===== config.mk =====
export PLATFORM = sky130hd
export DESIGN_NAME = seven_segment_number_formatter
export DESIGN_NICKNAME = d
export VERILOG_FILES = /design/src/ssnf_pkg.sv /design/src/seven_segment_number_formatter.sv
export SDC_FILE = /design/constraint.sdc
export NUM_CORES = 1
export LEC_CHECK = 0
export BUFFER_PORTS_ARGS = -buffer_cell sky130_fd_sc_hd__buf_2
export CAP_MARGIN = 15
export CORE_MARGIN = 2
export CORE_UTILIZATION = 40
export DETAILED_ROUTE_END_ITERATION = 8
export PLACE_DENSITY = 0.59
export SLEW_MARGIN = 20
export SYNTH_ARGS = -nofsm -noshare
export SYNTH_HDL_FRONTEND = slang
export SYNTH_SLANG_ARGS = --single-unit

===== constraint.sdc =====
create_clock -name clk -period 10.5 [get_ports clk]
set_input_delay 0.525 -clock clk [delete_from_list [all_inputs] [get_ports clk]]
set_output_delay 0.525 -clock clk [all_outputs]
set_load 0.02 [all_outputs]

===== src/ssnf_pkg.sv =====
// Constants, segment table and helpers of the seven-segment number formatter.
package ssnf_pkg;

	// Field widths.
	localparam int VAL_W   = 32;
	localparam int RADIX_W = 5;
	localparam int SEG_W   = 8;

	// Digit places available to a nonnegative value.
	localparam int NUM_DIGITS = 4;
	// Digit positions on the display (the colon is not one of them).
	localparam int DISP_SLOTS = 4;
	localparam int SLOT_N     = (NUM_DIGITS > DISP_SLOTS) ? NUM_DIGITS : DISP_SLOTS;
	localparam int IDX_W      = $clog2(SLOT_N);
	localparam int CNT_W      = $clog2(NUM_DIGITS + 1);

	// Divider: quotient bits retired per cycle and cycles per digit.
	localparam int DIGIT_BITS = 4;
	localparam int DIV_CYC    = VAL_W / DIGIT_BITS;
	localparam int CYC_W      = $clog2(DIV_CYC);
	// Remainder stays below the radix, at most 15.
	localparam int REM_W      = 4;

	// Valid radix range.
	localparam logic [RADIX_W-1:0] RADIX_MIN = RADIX_W'(2);
	localparam logic [RADIX_W-1:0] RADIX_MAX = RADIX_W'(16);

	// Special segment patterns.
	localparam logic [SEG_W-1:0] MINUS_SEG = 8'h40;
	localparam logic [SEG_W-1:0] BLANK_SEG = 8'h00;

	// Hex digit to segment pattern.
	function automatic logic [SEG_W-1:0] seg_of(input logic [REM_W-1:0] d);
		logic [SEG_W-1:0] s;
		case (d)
			4'h0: s = 8'h3F;
			4'h1: s = 8'h06;
			4'h2: s = 8'h5B;
			4'h3: s = 8'h4F;
			4'h4: s = 8'h66;
			4'h5: s = 8'h6D;
			4'h6: s = 8'h7D;
			4'h7: s = 8'h07;
			4'h8: s = 8'h7F;
			4'h9: s = 8'h6F;
			4'hA: s = 8'h77;
			4'hB: s = 8'h7C;
			4'hC: s = 8'h39;
			4'hD: s = 8'h5E;
			4'hE: s = 8'h79;
			4'hF: s = 8'h71;
			default: s = BLANK_SEG;
		endcase
		return s;
	endfunction

endpackage


===== src/seven_segment_number_formatter.sv =====
// Top level of the seven-segment number formatter.
// Converts a signed 32-bit value to the segment bytes of a four-digit display with a
// colon in the middle position, in any radix from 2 to 16. Digits are produced low
// first by a restoring divider that retires four quotient bits a cycle; conversion
// stops as soon as the quotient reaches zero. The next item is accepted the cycle
// after the result is loaded into the output register, so no new item is taken while
// one is being converted or waits to be loaded. A value whose magnitude needs more
// digits than the display offers (three when negative), or a radix outside 2..16,
// shows dashes in all four digit positions and raises overflow.
module seven_segment_number_formatter
	import ssnf_pkg::*;
(
	input  logic                      clk,
	input  logic                      arst_n,
	input  logic                      in_valid,
	output logic                      in_stall,
	input  logic signed [VAL_W-1:0]   value,
	input  logic        [RADIX_W-1:0] radix,
	output logic                      out_valid,
	input  logic                      out_stall,
	output logic        [SEG_W-1:0]   seg_pos0,
	output logic        [SEG_W-1:0]   seg_pos1,
	output logic        [SEG_W-1:0]   seg_colon,
	output logic        [SEG_W-1:0]   seg_pos3,
	output logic        [SEG_W-1:0]   seg_pos4,
	output logic                      overflow
);

	typedef enum logic [1:0] {
		S_IDLE,
		S_DIV,
		S_FIN
	} state_t;

	state_t               state_q;
	logic [CYC_W-1:0]     cyc_q;
	logic [CNT_W-1:0]     dig_cnt_q;
	logic                 qnz_q;
	logic                 neg_q;
	logic                 err_q;
	logic                 out_valid_q;
	logic [SEG_W-1:0]     pos0_q, pos1_q, pos3_q, pos4_q;
	logic                 overflow_q;

	logic [VAL_W-1:0]     mag_q;
	logic [RADIX_W-1:0]   rad_q;
	logic [REM_W-1:0]     rem_q;
	logic [SEG_W-1:0]     digit_q [SLOT_N];

	logic                 accept;
	logic [VAL_W-1:0]     val_u;
	logic [VAL_W-1:0]     mag_in;
	logic                 radix_ok;
	logic [DIGIT_BITS-1:0] qn;
	logic [REM_W-1:0]     rem_v;
	logic [VAL_W-1:0]     mag_nxt;
	logic                 qnz_nxt;
	logic                 digit_done;
	logic [CNT_W-1:0]     places;
	logic [CNT_W-1:0]     dig_cnt_nxt;
	logic                 load_out;
	logic [SEG_W-1:0]     place_seg [DISP_SLOTS];

	// Handshake on the input side: items are taken only while idle.
	assign in_stall = (state_q != S_IDLE);
	assign accept   = in_valid && !in_stall;

	// Magnitude and radix check of the incoming item.
	assign val_u    = value;
	assign mag_in   = val_u[VAL_W-1] ? (VAL_W'(0) - val_u) : val_u;
	assign radix_ok = (radix >= RADIX_MIN) && (radix <= RADIX_MAX);

	// One divider step: four restoring compare-and-subtract stages on the narrow remainder.
	always_comb begin
		logic [REM_W:0] r;
		rem_v = rem_q;
		qn    = '0;
		for (int i = 0; i < DIGIT_BITS; i++) begin
			r = {rem_v, mag_q[VAL_W-1-i]};
			if (r >= rad_q) begin
				r = r - rad_q;
				qn[DIGIT_BITS-1-i] = 1'b1;
			end
			rem_v = r[REM_W-1:0];
		end
	end

	assign mag_nxt     = {mag_q[VAL_W-DIGIT_BITS-1:0], qn};
	assign qnz_nxt     = qnz_q || (|qn);
	assign digit_done  = (cyc_q == CYC_W'(DIV_CYC - 1));
	assign places      = neg_q ? CNT_W'(NUM_DIGITS - 1) : CNT_W'(NUM_DIGITS);
	assign dig_cnt_nxt = dig_cnt_q + CNT_W'(1);

	// Display places right to left: digits, then a minus for negative values, then blanks.
	always_comb begin
		for (int p = 0; p < DISP_SLOTS; p++) begin
			if (CNT_W'(p) < dig_cnt_q) begin
				place_seg[p] = digit_q[p];
			end else if (neg_q && (CNT_W'(p) == dig_cnt_q)) begin
				place_seg[p] = MINUS_SEG;
			end else begin
				place_seg[p] = BLANK_SEG;
			end
		end
	end

	// The output register takes a new result when it is empty or being emptied.
	assign load_out = (state_q == S_FIN) && (!out_valid_q || !out_stall);

	// Sequencer and output register.
	always_ff @(posedge clk or negedge arst_n) begin
		if (!arst_n) begin
			state_q     <= S_IDLE;
			cyc_q       <= '0;
			dig_cnt_q   <= '0;
			qnz_q       <= 1'b0;
			neg_q       <= 1'b0;
			err_q       <= 1'b0;
			out_valid_q <= 1'b0;
			pos0_q      <= BLANK_SEG;
			pos1_q      <= BLANK_SEG;
			pos3_q      <= BLANK_SEG;
			pos4_q      <= BLANK_SEG;
			overflow_q  <= 1'b0;
		end else begin
			if (out_valid_q && !out_stall && !load_out) begin
				out_valid_q <= 1'b0;
			end
			case (state_q)
				S_IDLE: begin
					if (accept) begin
						neg_q     <= val_u[VAL_W-1];
						err_q     <= !radix_ok;
						cyc_q     <= '0;
						dig_cnt_q <= '0;
						qnz_q     <= 1'b0;
						state_q   <= radix_ok ? S_DIV : S_FIN;
					end
				end
				S_DIV: begin
					if (digit_done) begin
						cyc_q     <= '0;
						qnz_q     <= 1'b0;
						dig_cnt_q <= dig_cnt_nxt;
						if (!qnz_nxt) begin
							state_q <= S_FIN;
						end else if (dig_cnt_nxt == places) begin
							err_q   <= 1'b1;
							state_q <= S_FIN;
						end
					end else begin
						cyc_q <= cyc_q + CYC_W'(1);
						qnz_q <= qnz_nxt;
					end
				end
				S_FIN: begin
					if (load_out) begin
						out_valid_q <= 1'b1;
						overflow_q  <= err_q;
						if (err_q) begin
							pos0_q <= MINUS_SEG;
							pos1_q <= MINUS_SEG;
							pos3_q <= MINUS_SEG;
							pos4_q <= MINUS_SEG;
						end else begin
							pos4_q <= place_seg[0];
							pos3_q <= place_seg[1];
							pos1_q <= place_seg[2];
							pos0_q <= place_seg[3];
						end
						state_q <= S_IDLE;
					end
				end
				default: begin
					state_q <= S_IDLE;
				end
			endcase
		end
	end

	// Divider datapath and digit store.
	always_ff @(posedge clk) begin
		if (accept) begin
			mag_q <= mag_in;
			rad_q <= radix;
			rem_q <= '0;
		end else if (state_q == S_DIV) begin
			mag_q <= mag_nxt;
			rem_q <= digit_done ? '0 : rem_v;
			if (digit_done) begin
				digit_q[dig_cnt_q[IDX_W-1:0]] <= seg_of(rem_v);
			end
		end
	end

	assign out_valid = out_valid_q;
	assign seg_pos0  = pos0_q;
	assign seg_pos1  = pos1_q;
	assign seg_colon = BLANK_SEG;
	assign seg_pos3  = pos3_q;
	assign seg_pos4  = pos4_q;
	assign overflow  = overflow_q;

endmodule


# Word-level counts from Yosys, hierarchy flattened
# Memories as Yosys holds them, arrays and structs flattened.
# Index checks and enable logic that the tools add are counted.
# word_totals
regBits,86
input_bits,41
memories,2
out_inout_bits,43
rom_bits,112
mem_bits_rw,32
elab_cells,130
# op_classes
magnitude_cmp,10
eq_ne,13
n_reduce_logical,28
n_addsub,7
muxes,55
# memory_table
memory,depth,width,rd,rd_clocked_by_memory_dff,write_ports,line,source
(name not given),16,7,1,0,0,ssnf_pkg.sv:35,case (d)
digit_q,4,8,4,0,1,seven_segment_number_formatter.sv:48,logic [SEG_W-1:0] digit_q [SLOT_N];
# ops
operator,count
32-bit two-way mux,3
8-bit two-way mux,11
"1-bit by 32-bit subtractor with 32-bit output, first input constant",1
7-bit two-way mux,4
5-bit >= comparator,4
4-bit two-way mux,5
1-bit two-way mux,17
4-bit subtractor,4
2-bit two-way mux,6
3-bit two-way mux,4
3-bit case mux with 2 select lines,2
"2-bit inequality test, second input constant",5
1-bit logical AND,9
"3-bit by 1-bit adder with 3-bit output, second input constant",2
"2-bit by 3-bit == test with 1-bit output, first input constant",2
"1-bit by 3-bit less-than comparator with 1-bit output, first input constant",2
"2-bit by 3-bit less-than comparator with 1-bit output, first input constant",2
2-bit case mux with 3 select lines,1
2-bit AND reduction,3
2-bit nonzero test,3
"5-bit by 2-bit >= comparator with 1-bit output, second input constant",1
"5-bit less-or-equal comparator, second input constant",1
1-bit logical NOT,5
5-bit AND reduction,1
13 further kinds,15

# Longest topological paths before layout
# Gate-level depths: netlist of the first run.
# depth
ltp_word,13
depth_mapped,32
ltp_nobuf,31

# Worst setup path before layout of the first run
# No wires, ideal clock.
# synth_timing
kind,reg2reg
start,register rad_q[1]
end,"memory digit_q[0][0], data pin"
setup_ns,0.190
stages_incl_launch_ff,30
arrival_ns,6.689
t_required_ns,10.310
slack_ns,3.621
synth_period_minus_slack_ns,6.879
n_path_buf,1
cell_sequence,edfxtp_1 > inv_1 > ha_1 > nand3_1 > a21boi_0 > or3_1 > clkbuf_1 > mux2_2 > ha_1 > and3_1 > o21ai_0 > nand2_1 > a211oi_1 > a21oi_1 > ha_1 > a311oi_1 > nand3_1 > nand2_1 > nor2_1 > a21oi_1 > inv_1 > ha_1 > and3b_1 > or3_1 > and2_4 > a21oi_1 > inv_1 > ha_1 > or3b_2 > o211ai_1
# synth_via
elab_chain_cells,12
word_cells_on_any_way,16
classes_between,4 x add/sub; 4 x order compare; 7 x mux; 1 x memory
# synth_rtl
item,line,source
start: declaration,seven_segment_number_formatter.sv:46,logic [RADIX_W-1:0] rad_q;
start signal: assignment,seven_segment_number_formatter.sv:185,rad_q <= radix;
4-bit subtractor or 5-bit >= comparator (tied branches),"seven_segment_number_formatter.sv:81, seven_segment_number_formatter.sv:80",
4-bit two-way mux,seven_segment_number_formatter.sv:80,if (r >= rad_q) begin
4-bit subtractor or 5-bit >= comparator (tied branches),"seven_segment_number_formatter.sv:81, seven_segment_number_formatter.sv:80",
4-bit two-way mux,seven_segment_number_formatter.sv:80,
5-bit >= comparator or 4-bit subtractor (tied branches),"seven_segment_number_formatter.sv:80, seven_segment_number_formatter.sv:81",
4-bit two-way mux,seven_segment_number_formatter.sv:80,
4-bit subtractor or 5-bit >= comparator (tied branches),"seven_segment_number_formatter.sv:81, seven_segment_number_formatter.sv:80",
4-bit two-way mux (*),seven_segment_number_formatter.sv:80,
memory 16 x 7 bit (*),--,
8-bit two-way mux (*),seven_segment_number_formatter.sv:190,if (digit_done) begin
8-bit two-way mux (*),seven_segment_number_formatter.sv:187,end else if (state_q == S_DIV) begin
8-bit two-way mux (*),seven_segment_number_formatter.sv:183,if (accept) begin
end: declaration,seven_segment_number_formatter.sv:48,
# Mark *: on every way between the ends. The rest lies on a longest branch, timed or not. The select of a mux whose other input is x is not followed.

# Final worst setup path of the first run
# layout_timing
start,register rad_q[1]
end,"memory digit_q[3][5], data pin"
# The elaborated chain is that of the path after synthesis.

==> results of run 1 <==
## kinds of logic after synthesis
logic type | count (synthesis) | share of synthesized area (%)
buf+inv | 58 | 4.36
fa+ha+maj | 38 | 8.27
xor+xnor | 38 | 5.45
compound gates | 143 | 16.0
flops | 110 | 50.0
simple gates | 168 | 13.5
mux | 13 | 2.29
other cells | 1 | 0.0614
## layout by cell type (no fill, tap or decap), types with 5 or more instances in the layout
cell type	Yosys	final
nand2_1	78	78
buf_2	0	71
edfxtp_1	65	65
o21ai_0	52	52
dfrtp_1	41	41
ha_1	34	34
xor2_1	31	31
inv_1	21	21
nor2_1	20	20
a21oi_1	19	19
a22o_1	18	18
conb_1	1	12
nand3_1	11	11
nor3_1	9	9
clkbuf_16	0	9
mux2_2	8	8
o31ai_1	8	8
xnor2_1	7	7
nand2b_1	7	7
and3_1	6	6
o21ai_1	6	6
nor2b_1	6	6
a21o_1	5	5
mux2i_1	5	5
## critical path: cells and delay by family (launching register included)
kind / cells / cell delay (ns)
compound gates: 8 / 2.13
fa+ha+maj: 5 / 1.57
buf+inv: 3 / 0.57
flops: 1 / 0.51
mux: 3 / 1.19
simple gates: 9 / 1.94
## cell type report
class	instances	area (µm²)
Fill cell	1404	8180
Tap cell	188	235
Timing Repair Buffer	75	385
Clock buffer	9	225
Inverter	22	82.6
Sequential cell	110	3060
Multi-Input combinational cell	412	2830
Clock inverter	7	95.1
## path summary, 6_finish.rpt
kind / to / cells past startpoint / from
worst min-delay path: seg_pos1[0]$_DFFE_PN0P_ / 1 / arst_n
max in group asynchronous: cyc_q[1]$_DFFE_PN0P_ / 1 / arst_n
worst max register to register: digit_q[3][5]$_DFFE_PP_ / 28 / rad_q[1]$_DFFE_PP_
worst max-delay path: digit_q[3][5]$_DFFE_PP_ / 28 / rad_q[1]$_DFFE_PP_
worst min register to register: seg_pos3[5]$_DFFE_PN0P_ / 1 / digit_q[1][5]$_DFFE_PP_
min in group clk: rad_q[0]$_DFFE_PP_ / 1 / radix[0]
## per-layer routing
metal / part of all wire, % / routed length, µm / up-vias / global-route usage (%)
li1: - / - / 2168 / -
met1: 45 / 5990 / 2057 / 21.4
met2: 48 / 6380 / 97 / 28.1
met3: 4.4 / 586 / 23 / 3.85
met4: 2.0 / 267 / 0 / 5.95
met5: 0 / 0 / - / 0
## state kept, by name, summed over array words and instances, names as in the netlist, 2 cells and up
signal     count
cyc_q          3
digit_q       28
seg_pos3       7
seg_pos4       7
rem_q          4
seg_pos0       7
state_q        2
dig_cnt_q      3
seg_pos1       7
mag_q         32
rad_q          5
## cells in the mapped netlist, drive strengths merged (6+ instances only)
cell type | number | area share, %
xor2 | 31 | 4.4
buf | 15 | 1.7
or4 | 6 | 0.92
a21oi | 19 | 1.6
nor2 | 20 | 1.2
edfxtp | 65 | 32
nand3 | 11 | 0.90
dfrtp | 41 | 17
clkbuf | 21 | 1.3
nor3 | 9 | 0.74
o21ai | 59 | 4.9
nand2 | 78 | 4.8
nand2b | 7 | 0.72
and3 | 6 | 0.61
o31ai | 9 | 1.2
o41ai | 6 | 1.4
or3 | 6 | 0.78
mux2 | 8 | 1.5
a22o | 18 | 2.6
ha | 34 | 7.0
inv | 21 | 1.3
xnor2 | 7 | 1.0
nor2b | 6 | 0.61
## metrics by stage
step | setup WS [ns] | hold slack, ns
finish | 2.30 | 0.281
global route | 1.79 | 0.342
CTS | 2.34 | 0.322
detailed placement | 2.36 | 0.448
global placement | 2.85 | 0.448
floorplan | 3.62 | 0.229
==> impl_metrics.py, run 1 <==
metrics = {
    "clock_tree": {
        "h-tree-depth": 3,
        "clockRootBuffer": "clkbuf_16",
        "cts_buffer_depth": 2,
        "cts.repair.resized": 0,
        "numCtsBuffers": 9,
        "cts_setup_buffers": 0,
        "clkTransAtPathRegs_ns": 0.08,
        "ctsHoldBuffers": 0,
        "cts_tree": "done",
        "cts_sinks": 110,
        "clk_latency_ns": 0.36,
    },
    "timing": {
        "period_share_pct": 78.1,
        "rsz0062_at_grt": "no",
        "report.final.hold_viol_count": 0,
        "max_clock_freq_mhz": 122,
        "max-slew-margin-rel_pct": 39.9,
        "setup_tns_ns": 0,
        "drv_slew": 0,
        "tightest_slew_ns": 0.901,
        "finalCriticalPeriod_ns": 8.20,
        "clock_skew_ns": 0.00941,
        "setup_viol": 0,
    },
    "floorplan": {
        "row_count": 45,
        "start_util_pct": 40.5,
        "die-area_um2": 16300,
        "die_h_um": 128,
        "core_um2": 15100,
        "io_pins": 84,
        "die_w_um": 128,
    },
    "drt": {
        "via_count": 4345,
        "drc": 0,
        "viasPerCell": 5.28,
        "drt_iter0_drc": 229,
        "post_drt_wl_per_cell_um": 16.1,
        "firstDrtPassIters": 4,
        "drt-total-wl_mm": 13.2,
        "ant_nets": 0,
    },
    "placement": {
        "post_dp_cell_area_um2": 6590,
        "io_buffers": 71,
        "post-place-cells": 807,
        "dpl.hpwl_mm": 9.82,
        "gp_congestion": 0.918,
    },
    "status": {
        "status": "complete, no violations",
    },
    "logic_synthesis": {
        "seq_area_frac_synth_pct": 50.0,
        "async_flop_share_pct": 37.3,
        "synth_area_per_cell_um2": 10.7,
        "synth_cells": 569,
        "synth_edf_count": 65,
        "ys_ff_latch": 110,
        "synth_top_flop_cell": "edfxtp_1",
        "synth_warnings": 0,
        "syn-cell-area_um2": 6110,
        "synth_cell_types": 62,
    },
    "global_routing": {
        "grt_pass1_vias": 4347,
        "grtUsageTotal_pct": 16.8,
        "grt_pass1_wl_mm": 21.7,
        "grt_max_degree": 70,
        "antenna_found_initial": 0,
        "overflow": 0,
    },
    "setup_path": {
        "cp_slowest_cell": "mux2i_1",
        "regToRegSetupSlack_ns": 2.30,
        "slowest_delay_ns": 0.57,
        "critPathRequiredTime_ns": 10.58,
        "crit_top_cell": "ha_1",
        "crit_type": "flip-flop to flip-flop",
        "cp-start-kind": "flip-flop",
        "arrival_ns": 8.28,
        "end_kind": "flip-flop",
        "crit_fanout": 10,
    },
    "layout": {
        "fin_util_pct": 45.8,
        "layout.nets": 709,
        "fin_area_um2": 6910,
        "final_cells": 823,
        "antenna_cells": 0,
        "syn_to_final_growth_pct": 13.1,
        "drive_gt1_share_pct": 18.0,
    },
    "hold_path": {
        "min_path_type": "primary input to async pin",
    },
    "run": {
        "cap_violations": 0,
    },
}
Power of run 1 is left out: the tool's default activity adds up to more than one toggle a clock period on the data nets, which glitch-free logic cannot reach.
==> run 2, diff against run 1 <==
- ABC_AREA: not set -> 1
- PLACE_DENSITY: 0.59 -> 0.61
- clock period: 10.5 -> 7.2 ns (I/O delays scaled with it)
==> impl_metrics.py, run 2 <==
metrics = {
    "status": {
        "status": "complete, no violations",
    },
    "logic_synthesis": {
        "async_flop_share_pct": 37.3,
        "synth_top_area_cell": "edfxtp_1",
        "synth_top_area_share_pct": 29.5,
        "seq_area_frac_synth_pct": 46.2,
        "synth_warnings": 0,
        "syn-cell-area_um2": 6620,
        "synthTopCellsByArea": "edfxtp_1 29%, dfrtp_1 15%, nand2_1 12%",
        "synth_common_cells": "214 x nand2_1, 90 x inv_1, 65 x edfxtp_1",
        "synth_top_flop_cell": "edfxtp_1",
        "synth_most_common_cell": "nand2_1",
        "synth_area_per_cell_um2": 8.59,
        "synth_cells": 771,
        "synth_cell_types": 48,
        "synth_edf_count": 65,
        "ys_ff_latch": 110,
    },
    "setup_path": {
        "crit_type": "flip-flop to flip-flop",
        "cp_slowest_cell": "edfxtp_1",
        "arrival_ns": 6.13,
        "r2r-start": "rad_q[1]$_DFFE_PP_",
        "cp_num_buf_inv": 7,
        "worst_r2r_endpoint": "digit_q[1][3]$_DFFE_PP_",
        "crit_family": "simple AND/OR/NAND/NOR gates",
        "slowest_delay_ns": 0.50,
        "end_kind": "flip-flop",
        "crit_start": "rad_q[1]$_DFFE_PP_",
        "crit_fanout": 8,
        "cp-start-kind": "flip-flop",
        "critPathRequiredTime_ns": 7.40,
        "regToRegSetupSlack_ns": 1.27,
        "crit_top_cell": "nand2_1",
        "reg2reg_depth": 38,
    },
    "global_routing": {
        "grt_max_degree": 42,
        "grtUsageTotal_pct": 17.6,
        "antenna_found_initial": 0,
        "grt_pass1_vias": 4951,
        "grt_pass1_wl_mm": 24.8,
        "overflow": 0,
    },
    "timing": {
        "clock_skew_ns": 0.0105,
        "period_share_pct": 82.3,
        "setup_viol": 0,
        "setup_tns_ns": 0,
        "drv_slew": 0,
        "report.final.hold_viol_count": 0,
        "tightest_slew_ns": 0.948,
        "max_clock_freq_mhz": 169,
        "finalCriticalPeriod_ns": 5.93,
        "max-slew-margin-rel_pct": 36.7,
        "rsz0062_at_grt": "no",
    },
    "drt": {
        "drt_iter0_drc": 267,
        "post_drt_wl_per_cell_um": 14.0,
        "drc": 0,
        "via_count": 5255,
        "firstDrtPassIters": 5,
        "ant_nets": 0,
        "viasPerCell": 4.93,
        "drt-total-wl_mm": 14.9,
    },
    "layout": {
        "mostFrequentLayoutCells": "214 x nand2_1, 90 x inv_1, 71 x buf_2",
        "drive_gt1_share_pct": 15.6,
        "top_register": "mag_q",
        "antenna_cells": 0,
        "layout_commonest_cell": "nand2_1",
        "fin_area_um2": 7490,
        "syn_to_final_growth_pct": 13.1,
        "layout.nets": 919,
        "largest_reg_flops": 32,
        "num-fill-cells": 1602,
    },
    "clock_tree": {
        "cts_tree": "done",
        "ctsHoldBuffers": 0,
        "clk_latency_ns": 0.37,
        "cts_buffer_depth": 2,
        "numCtsBuffers": 9,
        "cts_sinks": 110,
        "cts.repair.resized": 0,
        "clockRootBuffer": "clkbuf_16",
        "h-tree-depth": 3,
        "clkTransAtPathRegs_ns": 0.08,
        "cts_setup_buffers": 0,
    },
    "run": {
        "cap_violations": 0,
    },
    "floorplan": {
        "start_util_pct": 40.4,
        "core_um2": 16400,
        "die-area_um2": 17600,
        "die_h_um": 133,
        "row_count": 47,
        "io_pins": 84,
        "die_w_um": 133,
    },
    "placement": {
        "gp_congestion": 0.835,
        "dpl.hpwl_mm": 11.2,
        "post_dp_cell_area_um2": 7170,
        "io_buffers": 71,
    },
    "hold_path": {
        "min_path_type": "primary input to async pin",
    },
}
-- run 2: changes by cell type after synthesis, sizes merged, moves of 16 or more --
cell and delta:
nand2 +142, inv +80, nand3 +55, nor2 +40
o21ai -23, a22o -16
-- run 2: worst register-to-register path: cells and delay by family, from the launching register on --
family,cells,cell delay [ns]
adder cells (fa/ha/maj),5,1.42
buffers and inverters,7,0.76
flip-flops,1,0.50
AO/OA/AOI/OAI,2,0.44
AND/OR/NAND/NOR,24,2.66
-- run 2: worst max-delay path by stage --
stage	to	slack (ns)	cells after the start
after floorplan	digit_q[0][3]$_DFFE_PP_	2.13	36
after global placement	digit_q[1][3]$_DFFE_PP_	1.43	35
after detailed placement	digit_q[1][5]$_DFFE_PP_	1.26	36
after CTS	digit_q[3][5]$_DFFE_PP_	1.23	36
after global routing	digit_q[3][0]$_DFFE_PP_	0.54	38
final	digit_q[1][3]$_DFFE_PP_	1.27	38
-- run 2: per-layer routing --
layer,track usage (%),wire length (µm),vias up
li1,-,-,2687
met1,22.9,6880,2450
met2,30.1,7220,104
met3,3.30,567,14
met4,4.90,229,0
met5,0,0,-
-- run 2: cell type report --
class	count	area [µm²]	share of cell area (%)
clock inverter	7	93.8	1.25
clock buffer	9	225	3.01
timing repair buffer	75	385	5.15
tap	220	275	3.68
inverter	103	392	5.23
multi-input combinational	541	3060	40.9
sequential	110	3060	40.8
-- run 2: logic make-up (layout without fill, tap and decap cells) --
kind of cell / Yosys count / count (layout) / synth area share, %
XOR/XNOR: 26 / 26 / 3.44
other: 1 / 12 / 0.0566
AND/OR/NAND/NOR: 378 / 378 / 25.8
AO/OA/AOI/OAI: 87 / 87 / 8.60
flip-flops: 110 / 110 / 46.2
adder cells (fa/ha/maj): 38 / 38 / 7.63
buffers and inverters: 131 / 194 / 8.29
-- run 2: through the flow --
stage               worst slack (ns)  hold WS [ns]  utilization, %  instances
floorplan                       2.13        0.0644               -        782
global placement                1.43         0.455            43.7       1049
detailed placement              1.26         0.459            43.7       1049
CTS                             1.23         0.168            45.6       1065
global route                   0.541         0.174            45.6       1065
finish                          1.27         0.130            45.6       1065
Power of run 2 is left out for the same reason.
